File: config.mk
export PLATFORM = sky130hd
export DESIGN_NAME = flattened_device_tree_walker_top_flat
export DESIGN_NICKNAME = d
export VERILOG_FILES = /design/src/rtl/fdtw_pkg.sv /design/src/rtl/fdtw_req_if.sv /design/src/rtl/fdtw_rsp_if.sv /design/src/rtl/fdtw_ram.sv /design/src/rtl/fdtw_skid.sv /design/src/rtl/flattened_device_tree_walker_top.sv /design/src/flat_wrapper.sv
export SDC_FILE = /design/constraint.sdc
export NUM_CORES = 2
export LEC_CHECK = 0
export BUFFER_PORTS_ARGS = -buffer_cell sky130_fd_sc_hd__buf_4
export CAP_MARGIN = 20
export CORE_UTILIZATION = 55
export CTS_BUF_LIST = sky130_fd_sc_hd__clkbuf_4 sky130_fd_sc_hd__clkbuf_8 sky130_fd_sc_hd__clkbuf_16
export DETAILED_ROUTE_END_ITERATION = 12
export PLACE_DENSITY = 0.81
export SYNTH_ARGS = -nofsm -noshare
export SYNTH_HDL_FRONTEND = slang
export SYNTH_SLANG_ARGS = --single-unit
File: constraint.sdc
create_clock -name clock -period 10.7 [get_ports clock]
set_input_delay 1.605 -clock clock [delete_from_list [all_inputs] [get_ports clock]]
set_output_delay 1.605 -clock clock [all_outputs]
set_load 0.03 [all_outputs]
File: src/rtl/fdtw_pkg.sv
package fdtw_pkg;

   localparam int WORD_W            = 32;
   localparam int EVENT_W           = 3;
   localparam int ERROR_W           = 2;
   localparam int DEPTH_W           = 5;
   localparam int MODE_W            = 3;
   localparam int VCOUNT_W          = 30;
   localparam int CSR_INDEX_W       = 1;
   localparam int MAX_DEPTH_DEFAULT = 16;

   localparam logic [CSR_INDEX_W-1:0] CSR_STRUCT_SIZE  = 1'd0;
   localparam logic [CSR_INDEX_W-1:0] CSR_STRINGS_BASE = 1'd1;

   localparam logic [WORD_W-1:0] TOK_BEGIN = 32'h0000_0001;
   localparam logic [WORD_W-1:0] TOK_ENDN  = 32'h0000_0002;
   localparam logic [WORD_W-1:0] TOK_PROP  = 32'h0000_0003;
   localparam logic [WORD_W-1:0] TOK_NOP   = 32'h0000_0004;
   localparam logic [WORD_W-1:0] TOK_END   = 32'h0000_0009;

   localparam logic [MODE_W-1:0] M_TOP   = 3'd0;
   localparam logic [MODE_W-1:0] M_NAME  = 3'd1;
   localparam logic [MODE_W-1:0] M_BODY  = 3'd2;
   localparam logic [MODE_W-1:0] M_PLEN  = 3'd3;
   localparam logic [MODE_W-1:0] M_PNAME = 3'd4;
   localparam logic [MODE_W-1:0] M_VALUE = 3'd5;
   localparam logic [MODE_W-1:0] M_DONE  = 3'd6;

   localparam logic [EVENT_W-1:0] EV_NONE  = 3'd0;
   localparam logic [EVENT_W-1:0] EV_BEGIN = 3'd1;
   localparam logic [EVENT_W-1:0] EV_END   = 3'd2;
   localparam logic [EVENT_W-1:0] EV_PROP  = 3'd3;
   localparam logic [EVENT_W-1:0] EV_FIN   = 3'd4;
   localparam logic [EVENT_W-1:0] EV_ERR   = 3'd5;

   localparam logic [ERROR_W-1:0] ERR_TOKEN   = 2'd0;
   localparam logic [ERROR_W-1:0] ERR_OVERRUN = 2'd1;
   localparam logic [ERROR_W-1:0] ERR_DEPTH   = 2'd2;

   typedef struct packed {
      logic [EVENT_W-1:0] event_res;
      logic [ERROR_W-1:0] error_kind;
      logic [DEPTH_W-1:0] depth;
      logic [WORD_W-1:0]  node_name_offset;
      logic [WORD_W-1:0]  prop_name_addr;
      logic [WORD_W-1:0]  value_len;
      logic [WORD_W-1:0]  value_offset;
   } rsp_type;

endpackage

File: src/rtl/fdtw_req_if.sv
interface fdtw_req_if;
   import fdtw_pkg::*;

   logic              valid;
   logic              ready;
   logic [WORD_W-1:0] word;
   logic              start_of_block;

   modport source (output valid, output word, output start_of_block, input ready);
   modport sink (input valid, input word, input start_of_block, output ready);

endinterface

File: src/rtl/fdtw_rsp_if.sv
interface fdtw_rsp_if;
   import fdtw_pkg::*;

   logic               valid;
   logic               ready;
   logic [EVENT_W-1:0] event_res;
   logic [ERROR_W-1:0] error_kind;
   logic [DEPTH_W-1:0] depth;
   logic [WORD_W-1:0]  node_name_offset;
   logic [WORD_W-1:0]  prop_name_addr;
   logic [WORD_W-1:0]  value_len;
   logic [WORD_W-1:0]  value_offset;

   modport source (
      output valid, output event_res, output error_kind, output depth,
      output node_name_offset, output prop_name_addr, output value_len,
      output value_offset, input ready
   );
   modport sink (
      input valid, input event_res, input error_kind, input depth,
      input node_name_offset, input prop_name_addr, input value_len,
      input value_offset, output ready
   );

endinterface

File: src/rtl/fdtw_ram.sv
module fdtw_ram #(
   parameter int WIDTH = 32,
   parameter int DEPTH = 16,
   localparam int AW = (DEPTH > 1) ? $clog2(DEPTH) : 1
) (
   input  logic             clock,
   input  logic             we,
   input  logic [AW-1:0]    waddr,
   input  logic [WIDTH-1:0] wdata,
   input  logic [AW-1:0]    raddr,
   output logic [WIDTH-1:0] rdata
);

   logic [WIDTH-1:0] mem_ff [DEPTH];
   logic [WIDTH-1:0] rdata_ff;

   always_ff @(posedge clock) begin
      if (we) begin
         mem_ff[waddr] <= wdata;
      end
      rdata_ff <= mem_ff[raddr];
   end

   assign rdata = rdata_ff;

endmodule

File: src/rtl/fdtw_skid.sv
module fdtw_skid (
   input  logic              clock,
   input  logic              reset,
   input  logic              in_valid,
   output logic              in_ready,
   input  fdtw_pkg::rsp_type in_data,
   output logic              out_valid,
   input  logic              out_ready,
   output fdtw_pkg::rsp_type out_data
);
   import fdtw_pkg::*;

   logic    main_valid_ff, main_valid_in;
   logic    skid_valid_ff, skid_valid_in;
   rsp_type main_ff, main_in;
   rsp_type skid_ff, skid_in;
   logic    out_fire;

   assign in_ready  = !skid_valid_ff;
   assign out_valid = main_valid_ff;
   assign out_data  = main_ff;
   assign out_fire  = main_valid_ff && out_ready;

   always_comb begin
      main_valid_in = main_valid_ff;
      skid_valid_in = skid_valid_ff;
      main_in       = main_ff;
      skid_in       = skid_ff;
      if (out_fire && skid_valid_ff) begin
         main_in       = skid_ff;
         skid_valid_in = 1'b0;
      end else if (in_valid && in_ready) begin
         if (!main_valid_ff || out_ready) begin
            main_in       = in_data;
            main_valid_in = 1'b1;
         end else begin
            skid_in       = in_data;
            skid_valid_in = 1'b1;
         end
      end else if (out_fire) begin
         main_valid_in = 1'b0;
      end
   end

   always_ff @(posedge clock) begin
      if (reset) begin
         main_valid_ff <= 1'b0;
         skid_valid_ff <= 1'b0;
      end else begin
         main_valid_ff <= main_valid_in;
         skid_valid_ff <= skid_valid_in;
      end
   end

   always_ff @(posedge clock) begin
      main_ff <= main_in;
      skid_ff <= skid_in;
   end

endmodule

File: src/rtl/flattened_device_tree_walker_top.sv
// a result item is registered in the output skid: its main register, or its skid register under a stall
// throughput: one word per cycle while the output skid has room; the parse state and the top-of-stack register
// update in the accepting cycle, the name stack RAM prefetches the entry below
// a two-entry output skid: with the result side stalled one more word is taken, then ready drops
// reset (synchronous, active high) clears the parse state, the CSR registers and valids;
// the top-of-stack register, the skid data registers and the name stack RAM are not cleared
module flattened_device_tree_walker_top #(
   parameter int MAX_DEPTH = fdtw_pkg::MAX_DEPTH_DEFAULT
) (
   input  logic                             clock,
   input  logic                             reset,
   fdtw_req_if.sink                         req_ch,
   fdtw_rsp_if.source                       rsp_ch,
   input  logic                             csr_we,
   input  logic [fdtw_pkg::CSR_INDEX_W-1:0] csr_index,
   input  logic [fdtw_pkg::WORD_W-1:0]      csr_wdata
);
   import fdtw_pkg::*;

   localparam int AW = (MAX_DEPTH > 1) ? $clog2(MAX_DEPTH) : 1;
   localparam int DW = $clog2(MAX_DEPTH + 1);
   localparam logic [DW-1:0] DEPTH_LIMIT = DW'(MAX_DEPTH);

   logic [MODE_W-1:0]   mode_ff, mode_in;
   logic [WORD_W-1:0]   offset_ff, offset_in;
   logic [DW-1:0]       depth_ff, depth_in;
   logic [VCOUNT_W-1:0] vwl_ff, vwl_in;
   logic [WORD_W-1:0]   plen_ff, plen_in;
   logic [WORD_W-1:0]   tos_ff, tos_in;
   logic [WORD_W-1:0]   size_ff, size_in;
   logic [WORD_W-1:0]   base_ff, base_in;

   logic                accept;
   logic                skid_ready;
   rsp_type             rsp_data;
   rsp_type             out_data;

   logic [MODE_W-1:0]   cur_mode;
   logic [WORD_W-1:0]   cur_off;
   logic [DW-1:0]       cur_depth;
   logic [VCOUNT_W-1:0] cur_vwl;
   logic [WORD_W-1:0]   next_off;
   logic                past_size;
   logic                has_zero;
   logic [WORD_W:0]     padded_len;
   logic [WORD_W-2:0]   pad_words;
   logic [WORD_W-2:0]   pad_words_m1;

   logic                mem_we;
   logic [AW-1:0]       mem_waddr;
   logic [DW-1:0]       raddr_wide;
   logic [WORD_W-1:0]   below;

   assign accept = req_ch.valid && skid_ready;
   assign req_ch.ready = skid_ready;

   always_comb begin
      size_in = size_ff;
      base_in = base_ff;
      if (csr_we) begin
         unique case (csr_index)
            CSR_STRUCT_SIZE:  size_in = csr_wdata;
            CSR_STRINGS_BASE: base_in = csr_wdata;
            default: ;
         endcase
      end
   end

   always_comb begin
      cur_mode  = req_ch.start_of_block ? M_TOP : mode_ff;
      cur_off   = req_ch.start_of_block ? '0 : offset_ff;
      cur_depth = req_ch.start_of_block ? '0 : depth_ff;
      cur_vwl   = req_ch.start_of_block ? '0 : vwl_ff;
      plen_in   = req_ch.start_of_block ? '0 : plen_ff;
      next_off  = cur_off + 32'd4;
      past_size = cur_off >= size_ff;
      has_zero  = (req_ch.word[31:24] == 8'd0) || (req_ch.word[23:16] == 8'd0) ||
                  (req_ch.word[15:8] == 8'd0) || (req_ch.word[7:0] == 8'd0);
      padded_len   = {1'b0, plen_ff} + 33'd3;
      pad_words    = padded_len[WORD_W:2];
      pad_words_m1 = pad_words - 31'd1;

      mode_in   = cur_mode;
      depth_in  = cur_depth;
      vwl_in    = cur_vwl;
      tos_in    = tos_ff;
      mem_we    = 1'b0;
      mem_waddr = cur_depth[AW-1:0];
      rsp_data  = '0;

      unique case (cur_mode)
         M_TOP: begin
            if (past_size || req_ch.word == TOK_END) begin
               rsp_data.event_res = EV_FIN;
               mode_in = M_DONE;
            end else if (req_ch.word == TOK_BEGIN) begin
               if (cur_depth >= DEPTH_LIMIT) begin
                  rsp_data.event_res  = EV_ERR;
                  rsp_data.error_kind = ERR_DEPTH;
                  mode_in = M_DONE;
               end else begin
                  mem_we   = 1'b1;
                  tos_in   = next_off;
                  depth_in = cur_depth + DW'(1);
                  rsp_data.event_res        = EV_BEGIN;
                  rsp_data.node_name_offset = next_off;
                  mode_in = M_NAME;
               end
            end else if (req_ch.word != TOK_NOP) begin
               rsp_data.event_res  = EV_ERR;
               rsp_data.error_kind = ERR_TOKEN;
               mode_in = M_DONE;
            end
         end
         M_DONE: ;
         M_NAME, M_BODY, M_PLEN, M_PNAME, M_VALUE: begin
            if (past_size) begin
               rsp_data.event_res  = EV_ERR;
               rsp_data.error_kind = ERR_OVERRUN;
               mode_in = M_DONE;
            end else begin
               case (cur_mode)
                  M_NAME: begin
                     if (has_zero) begin
                        mode_in = M_BODY;
                     end
                  end
                  M_BODY: begin
                     if (req_ch.word == TOK_BEGIN) begin
                        if (cur_depth >= DEPTH_LIMIT) begin
                           rsp_data.event_res  = EV_ERR;
                           rsp_data.error_kind = ERR_DEPTH;
                           mode_in = M_DONE;
                        end else begin
                           mem_we   = 1'b1;
                           tos_in   = next_off;
                           depth_in = cur_depth + DW'(1);
                           rsp_data.event_res        = EV_BEGIN;
                           rsp_data.node_name_offset = next_off;
                           mode_in = M_NAME;
                        end
                     end else if (req_ch.word == TOK_ENDN) begin
                        rsp_data.event_res = EV_END;
                        if (cur_depth != '0) begin
                           rsp_data.node_name_offset = tos_ff;
                           depth_in = cur_depth - DW'(1);
                           tos_in   = below;
                        end
                        mode_in = (depth_in == '0) ? M_TOP : M_BODY;
                     end else if (req_ch.word == TOK_PROP) begin
                        mode_in = M_PLEN;
                     end else if (req_ch.word != TOK_NOP) begin
                        rsp_data.event_res  = EV_ERR;
                        rsp_data.error_kind = ERR_TOKEN;
                        mode_in = M_DONE;
                     end
                  end
                  M_PLEN: begin
                     plen_in = req_ch.word;
                     mode_in = M_PNAME;
                  end
                  M_PNAME: begin
                     rsp_data.event_res      = EV_PROP;
                     rsp_data.prop_name_addr = base_ff + req_ch.word;
                     rsp_data.value_len      = plen_ff;
                     rsp_data.value_offset   = next_off;
                     if (cur_depth != '0) begin
                        rsp_data.node_name_offset = tos_ff;
                     end
                     if (pad_words == '0) begin
                        mode_in = M_BODY;
                     end else begin
                        vwl_in  = pad_words_m1[VCOUNT_W-1:0];
                        mode_in = M_VALUE;
                     end
                  end
                  default: begin
                     if (cur_vwl == '0) begin
                        mode_in = M_BODY;
                     end else begin
                        vwl_in = cur_vwl - 30'd1;
                     end
                  end
               endcase
            end
         end
         default: ;
      endcase

      rsp_data.depth = DEPTH_W'(depth_in);
      offset_in = next_off;

      if (!accept) begin
         mode_in   = mode_ff;
         offset_in = offset_ff;
         depth_in  = depth_ff;
         vwl_in    = vwl_ff;
         plen_in   = plen_ff;
         tos_in    = tos_ff;
         mem_we    = 1'b0;
      end
      raddr_wide = depth_in - DW'(2);
   end

   always_ff @(posedge clock) begin
      if (reset) begin
         mode_ff   <= M_TOP;
         offset_ff <= '0;
         depth_ff  <= '0;
         vwl_ff    <= '0;
         plen_ff   <= '0;
         size_ff   <= '0;
         base_ff   <= '0;
      end else begin
         mode_ff   <= mode_in;
         offset_ff <= offset_in;
         depth_ff  <= depth_in;
         vwl_ff    <= vwl_in;
         plen_ff   <= plen_in;
         size_ff   <= size_in;
         base_ff   <= base_in;
      end
   end

   always_ff @(posedge clock) begin
      tos_ff <= tos_in;
   end

   fdtw_ram #(
      .WIDTH (WORD_W),
      .DEPTH (MAX_DEPTH)
   ) u_name_stack (
      .clock (clock),
      .we    (mem_we),
      .waddr (mem_waddr),
      .wdata (next_off),
      .raddr (raddr_wide[AW-1:0]),
      .rdata (below)
   );

   fdtw_skid u_out_skid (
      .clock     (clock),
      .reset     (reset),
      .in_valid  (accept),
      .in_ready  (skid_ready),
      .in_data   (rsp_data),
      .out_valid (rsp_ch.valid),
      .out_ready (rsp_ch.ready),
      .out_data  (out_data)
   );

   assign rsp_ch.event_res        = out_data.event_res;
   assign rsp_ch.error_kind       = out_data.error_kind;
   assign rsp_ch.depth            = out_data.depth;
   assign rsp_ch.node_name_offset = out_data.node_name_offset;
   assign rsp_ch.prop_name_addr   = out_data.prop_name_addr;
   assign rsp_ch.value_len        = out_data.value_len;
   assign rsp_ch.value_offset     = out_data.value_offset;

endmodule

File: src/flat_wrapper.sv
// flat-port wrapper written by rule: the top's interface ports become plain ports
module flattened_device_tree_walker_top_flat import fdtw_pkg::*;
#(
   parameter int MAX_DEPTH = fdtw_pkg::MAX_DEPTH_DEFAULT
)
  (clock, reset, csr_we, csr_index, csr_wdata, req_ch_valid, req_ch_word, req_ch_start_of_block, req_ch_ready, rsp_ch_valid, rsp_ch_event_res, rsp_ch_error_kind, rsp_ch_depth, rsp_ch_node_name_offset, rsp_ch_prop_name_addr, rsp_ch_value_len, rsp_ch_value_offset, rsp_ch_ready);
  fdtw_req_if req_ch_i ();
  fdtw_rsp_if rsp_ch_i ();
  input  logic clock;
  input  logic reset;
  input  logic csr_we;
  input  logic [fdtw_pkg::CSR_INDEX_W-1:0] csr_index;
  input  logic [fdtw_pkg::WORD_W-1:0] csr_wdata;
  input wire logic [$bits(req_ch_i.valid)-1:0] req_ch_valid;
  input wire logic [$bits(req_ch_i.word)-1:0] req_ch_word;
  input wire logic [$bits(req_ch_i.start_of_block)-1:0] req_ch_start_of_block;
  output wire logic [$bits(req_ch_i.ready)-1:0] req_ch_ready;
  output wire logic [$bits(rsp_ch_i.valid)-1:0] rsp_ch_valid;
  output wire logic [$bits(rsp_ch_i.event_res)-1:0] rsp_ch_event_res;
  output wire logic [$bits(rsp_ch_i.error_kind)-1:0] rsp_ch_error_kind;
  output wire logic [$bits(rsp_ch_i.depth)-1:0] rsp_ch_depth;
  output wire logic [$bits(rsp_ch_i.node_name_offset)-1:0] rsp_ch_node_name_offset;
  output wire logic [$bits(rsp_ch_i.prop_name_addr)-1:0] rsp_ch_prop_name_addr;
  output wire logic [$bits(rsp_ch_i.value_len)-1:0] rsp_ch_value_len;
  output wire logic [$bits(rsp_ch_i.value_offset)-1:0] rsp_ch_value_offset;
  input wire logic [$bits(rsp_ch_i.ready)-1:0] rsp_ch_ready;
  assign req_ch_i.valid = req_ch_valid;
  assign req_ch_i.word = req_ch_word;
  assign req_ch_i.start_of_block = req_ch_start_of_block;
  assign req_ch_ready = req_ch_i.ready;
  assign rsp_ch_valid = rsp_ch_i.valid;
  assign rsp_ch_event_res = rsp_ch_i.event_res;
  assign rsp_ch_error_kind = rsp_ch_i.error_kind;
  assign rsp_ch_depth = rsp_ch_i.depth;
  assign rsp_ch_node_name_offset = rsp_ch_i.node_name_offset;
  assign rsp_ch_prop_name_addr = rsp_ch_i.prop_name_addr;
  assign rsp_ch_value_len = rsp_ch_i.value_len;
  assign rsp_ch_value_offset = rsp_ch_i.value_offset;
  assign rsp_ch_i.ready = rsp_ch_ready;
  flattened_device_tree_walker_top #(.MAX_DEPTH(MAX_DEPTH)) u_core (.clock(clock), .reset(reset), .req_ch(req_ch_i), .rsp_ch(rsp_ch_i), .csr_we(csr_we), .csr_index(csr_index), .csr_wdata(csr_wdata));
endmodule
; Word-level counts from Yosys, hierarchy flattened
; Memory sizes are Yosys's and may differ from the RTL's. A register that Yosys moved wholly into a read port is not among the register bits.
; Index checks and enable logic that the tools add are counted.
[op_classes]
mux = 91
n_lt_le_gt_ge = 2
n_eq_ne = 17
n_reduce_logical = 34
n_addsub = 8
n_bitwise = 3
[op_table]
columns = cell, count
row1 = 32-bit 2-to-1 mux, 19
row2 = 138-bit 2-to-1 mux, 3
row3 = 96-bit 2-to-1 mux, 2
row4 = 32-bit case mux with 2 select lines, 3
row5 = 30-bit 2-to-1 mux, 5
row6 = 128-bit 2-to-1 mux, 1
row7 = 5-bit 2-to-1 mux, 20
row8 = 32-bit by 2-bit == test with 1-bit output (second input constant), 2
row9 = 30-bit case mux with 2 select lines, 1
row10 = 30-bit by 1-bit subtractor with 30-bit output (second input constant), 2
row11 = 3-bit 2-to-1 mux, 15
row12 = 32-bit by 2-bit adder with 33-bit output (second input constant), 1
row13 = 32-bit by 3-bit adder with 32-bit output (second input constant), 1
row14 = 32-bit adder, 1
row15 = 32-bit by 1-bit == test with 1-bit output (second input constant), 1
row16 = 32-bit by 4-bit == test with 1-bit output (second input constant), 1
row17 = 32-bit greater-or-equal comparator, 1
row18 = 8-bit zero test, 4
row19 = 32-bit by 3-bit != test with 1-bit output (second input constant), 1
row20 = 31-bit zero test, 1
row21 = 30-bit zero test, 1
row22 = 5-bit case mux with 2 select lines, 2
row23 = 3-bit case mux with 2 select lines, 2
row24 = 3-bit case mux with 4 select lines, 1
row25 = 27 further kinds, 64
[totals]
regBits = 476
mem_count = 1
elab_cells = 180
in_bits = 71
ramBits = 512
[mem_list]
columns = name, depth, width, rd, rd_clocked_by_memory_dff, wr, line_no
row1 = u_core.u_name_stack.mem_ff, 16, 32, 1, 1, 1, fdtw_ram.sv:14  ; logic [WIDTH-1:0] mem_ff [DEPTH];

; Longest topological paths before layout
[depth]
ltp_word = 16
mapped_depth = 29

; Hierarchy
; Synthesis repeated with hierarchy kept, for this count alone.
[unflattened]
hier_cells = 3305
hier_area_um2 = 45275.9
[modules_own_cells]
columns = mod, seq_area_each_um2, cells_each, instances, area_each_um2
row1 = fdtw_ram, 16015.4, 838, 1, 19835.3
row2 = flattened_device_tree_walker_top, 4284.1, 2024, 1, 14846.7
row3 = fdtw_skid, 8328.0, 443, 1, 10593.9

; Worst setup path after synthesis
; No wires, ideal clock.
[synth_path]
kind = input-to-reg
start = in req_ch_start_of_block
end = reg u_core.tos_ff[0], enable pin
n_path_buf = 7
setup_slack_ns = 0.050
t_required_ns = 10.105
cell_stages = 16
arrival_ns = 10.056
cell_sequence = buf_2 > clkbuf_1 > clkbuf_1 > clkbuf_1 > clkbuf_1 > clkbuf_1 > clkbuf_1 > nor2b_1 > ha_1 > a211oi_1 > nor2_1 > o31ai_1 > nand4b_1 > nor2_2 > a21oi_1 > a2111oi_0
[synth_between]
elab_chain_cells = 5
word_cells_on_any_way = 21
cone_classes = order compare: 1 / eq/ne: 11 / mux: 3 / reduce/logical: 6
[synth_rtl]
columns = item, line_no
row1 = start: declaration, flat_wrapper.sv:16  ; input wire logic [$bits(req_ch_i.start_of_block)-1:0] req_ch_start_of_block;
row2 = 32-bit 2-to-1 mux / 3-bit 2-to-1 mux (equally long branches), "flattened_device_tree_walker_top.sv:71, flattened_device_tree_walker_top.sv:70"
row3 = 32-bit greater-or-equal comparator (tied with other cells), flattened_device_tree_walker_top.sv:76  ; past_size = cur_off >= size_ff;
row4 = 1-bit logical OR / 5-bit OR reduction (equally long branches), "flattened_device_tree_walker_top.sv:93, flattened_device_tree_walker_top.sv:91"
row5 = 2-bit != test (no line) (tied with other cells), -
row6 = 8-bit AND reduction (no line) (*), -
row7 = end signal: assignment, flattened_device_tree_walker_top.sv:226  ; tos_ff <= tos_in;
row8 = end: declaration, flattened_device_tree_walker_top.sv:29  ; logic [WORD_W-1:0] tos_ff, tos_in;
; Every way passes the cells marked *; elsewhere a longest branch is shown, timed or not.
; A chain may end at the register's enable or synchronous reset.

; Worst setup path after layout
[layout_path]
start = in req_ch_start_of_block
end = mem u_core.u_name_stack.mem_ff[2][22], enable pin
[layout_between]
elab_chain_cells = 10
word_cells_on_any_way = 22
cone_classes = order compare: 2 / eq/ne: 5 / mux: 12 / reduce/logical: 3
[layout_rtl]
columns = item, line_no
row1 = branches (longest 10 deep; another with 32-bit greater-or-equal comparator), -
row2 = end: declaration, fdtw_ram.sv:14
; Parallel ways; which one is timed is not known.

==> metrics.txt <==
DP HPWL=78700 µm; Mapped Cells=3753; setup TNS=0 ps; Hold Buf Count CTS=0; min Tclk post-route=between 7000 and 8000 ps; drt pass-1 iters=8; first-pass GRT wire length=between 150000 and 200000 µm; P_leak=just under 20 nW; Clock Tree Buf Depth=3; Initial Utilization=0.555; worst-path cell chain=buf_4 > inv_1 > buf_4 > nand2_1 > ha_1 > nand2b_1 > a221oi_2 > nor2_1 > o31ai_1 > a221oi_2 > nor2_2 > nand2_1 > a41o_1 > and2_1 > nor2_1 > nand3_1 > nor2_4 > buf_4; TritonCTS clock tree=built; Port Buffers=210; EDFF count, synth=just over 800; worst clock skew=around 62 ps; sequential share of power=0.504; Seq/Total Area, Yosys=0.630; met3 Use GR=0.0487; most area-consuming cells after synthesis=edfxtp_1 54%, dfxtp_1 8.8%, mux2_2 4.0%, a21oi_1 3.5%, mux2i_1 3.1%; Worst-path clk slew=60 ps; top-area cell type share of the netlist area=0.542; Worst Path Max Fanout=41; crit start category=primary input; initial antenna violation count=3; final period utilization=0.659; gr busiest metal=met2; ys async rst share=0; Final Core Density=0.634; synthesized cell area=45400 µm²; Final Wtd Congestion=0.949; final wirelength=122000 µm; Yosys cell types=a little under 90; Post-CTS Repair Setup Buffers=0; Slew headroom=0.202; Max Clk Rate=142 MHz; Tot Pwr=between 8 and 9 mW; Hold WS=456 ps; NetSw=between 2 and 2.5 mW; Ys Warns=0; CTS Root Cell=clkbuf_16; Max Cap Viol=0; syn nets=3896; Syn Area/Cell=between 10 and 15 µm²; vias in the first global route=~30000; Most Frequent Cell on Critical Path=buf_4; Most used DFF post-synth=edfxtp_1; unrepaired setup endpoints after global routing=false; Final setup viols=0; CP Class=in -> reg; Overall Global Routing Usage=0.284; class of the worst hold path=reg -> reg; Max VDD drop=roughly 0.15 mV; Sw Ratio=0.238; Core ar.=just over 80000 µm²; Via density=6.26; Die Y=approximately 290 µm; CTS resizes=0; Post-route DRC=0; post-DR wirelength/cell=~24 µm; Power Internal=6.65 mW; slowest CP cell=nor2_1; largest net degree at the start of global routing=176; Area Growth Syn to Fin=14.3%; Critical Path AT=7390 ps; Synth area leader=edfxtp_1; DRT iter0 DRCs=slightly below 4000; antenna-violating nets left=0; fin. max-slew vios=0; nets=4065; CP max stage delay=730 ps; Critical Path Sink Type=flop; Worst-Skew Late Latency=approximately 700 ps; count of final hold-check violations=0; DIE AREA=around 84000 µm²; CTS Buf Count=101; met2 usage=0.444; Slew @ Worst Pin=1190 ps; htree depth=3; Synth Register Bits=between 1000 and 1500; placed instance area=48200 µm²; vias=approximately 32000; Row Count=~110; Chip Width=289 µm; fraction of final layout cells sized beyond drive strength 1=0.172; grt ovf=0; clock power share=0.414; reg-to-reg setup timing slack=roughly 4600 ps; Final Cell Area=51900 µm²; clock sinks=roughly 1000; M1 GR Usage=0.395; Data required, critical path=about 11000 ps; power density cells=about 170 nW/µm²; part of the power in combinational logic=0.083; io pins=211; outcome=finished, final reports clean
[cells in the final DEF (no fill, tap or decap), types with 33 or more instances in the layout]
cell type / instances
xnor2_1: 52
a22oi_1: 66
nor2_1: 307
mux2_2: 162
o21ai_0: 150
xor2_1: 41
buf_4: 266
ha_1: 71
nand3_1: 37
nand2_1: 369
a21oi_1: 321
dfxtp_1: 200
inv_1: 82
o31ai_1: 45
a211oi_1: 95
mux2i_1: 139
o221ai_1: 34
nor2b_1: 106
and2_1: 47
nor3_1: 56
clkbuf_16: 104
edfxtp_1: 820
a21o_1: 33
[through the flow]
stage          worst slack (ps)  cells
3_5_place_dp               3050   4878
2_1_floorplan              49.7   3753
3_3_place_gp               3150   4873
4_1_cts                    3760   5069
5_1_grt                    3360   5081
6_report                   3650   5082
[worst paths after layout]
kind	to	depth (start not counted)	startpoint
hold / removal	u_core.size_ff[17]	2	u_core.size_ff[17]
hold reg to reg	u_core.size_ff[17]	2	u_core.size_ff[17]
setup reg to reg	u_core.u_name_stack.mem_ff[2][22]	15	u_core.offset_ff[25]
setup / recovery	u_core.u_name_stack.mem_ff[2][22]	18	req_ch_start_of_block
[metal layers]
layer	vias to the layer above	routed length (µm)
li1	14303	-
met3	311	10300
met5	-	26
met1	15582	49800
met2	1623	56800
met4	4	5270
[logic make-up (layout without fill, tap and decap cells)]
family,Yosys count,after routing,synth area share
DFF,1020,1020,0.630
AOI/OAI and AO/OA,872,872,0.121
other,0,2,0
xor gates and xnor gates,93,93,0.0179
and+or+nand+nor,1095,1095,0.112
adders and majority gates,72,72,0.0200
muxes,301,301,0.0708
buffers and inverters,300,557,0.0275
[flip-flops by register name (all words and copies together), names as in the netlist]
signal                           cells
u_core.depth_ff                      5
u_core.base_ff                      32
u_core.u_out_skid.out_data         138
u_core.plen_ff                      32
u_core.mode_ff                       3
u_core.u_out_skid.out_valid          1
u_core.u_out_skid.skid_valid_ff      1
u_core.size_ff                      32
u_core.offset_ff                    32
u_core.tos_ff                       32
u_core.u_out_skid.skid_ff          138
u_core.u_name_stack.mem_ff         512
u_core.vwl_ff                       30
u_core.u_name_stack.rdata           32
[power groups by stage]
stage	sequential, mW	clock, mW	combinational [mW]
final	4.39	3.61	0.720
after global routing	4.40	3.79	0.774
after CTS	4.39	3.64	0.706
after detailed placement	4.48	0	0.701
after global placement	4.47	0	0.690
after floorplan	4.55	0	0.382
[worst max-delay path, delay by kind of cell]
kind	cells	cell delay [ps]
AOI/OAI and AO/OA	4	960
adders and majority gates	1	330
and+or+nand+nor	9	3190
buffers and inverters	4	1230
[cells in the mapped netlist (all sizes together), types with 7 or more instances]
cell and instances:
a221oi 10, dfxtp 200, mux2 162, a31oi 23, a22oi 66, inv 82
a211oi 97, nor3 60, nand3 39, xor2 41, or3 10, a22o 15
o21ai 154, nor2b 108, nor2 331, clkbuf 131, or2 10, o21a 8
o221ai 35, mux2i 139, buf 87, o211ai 7, nand4 22, xnor2 52
a21oi 323, and3 18, nand2 370, nand2b 14, edfxtp 820, and2 48
ha 71, a21o 33, nor4 34, o31ai 46
[cell type report]
class                      instances  area (µm²)
multi-input combinational       2433       15800
tap                             1070        1340
timing repair buffer             284        2400
inverter                          82         308
fill                            5983       29900
clock buffer                     143        2960
antenna                            2        5.00
sequential                      1020       28600
clock inverter                    48         494
(Power assumes the default switching activity.)
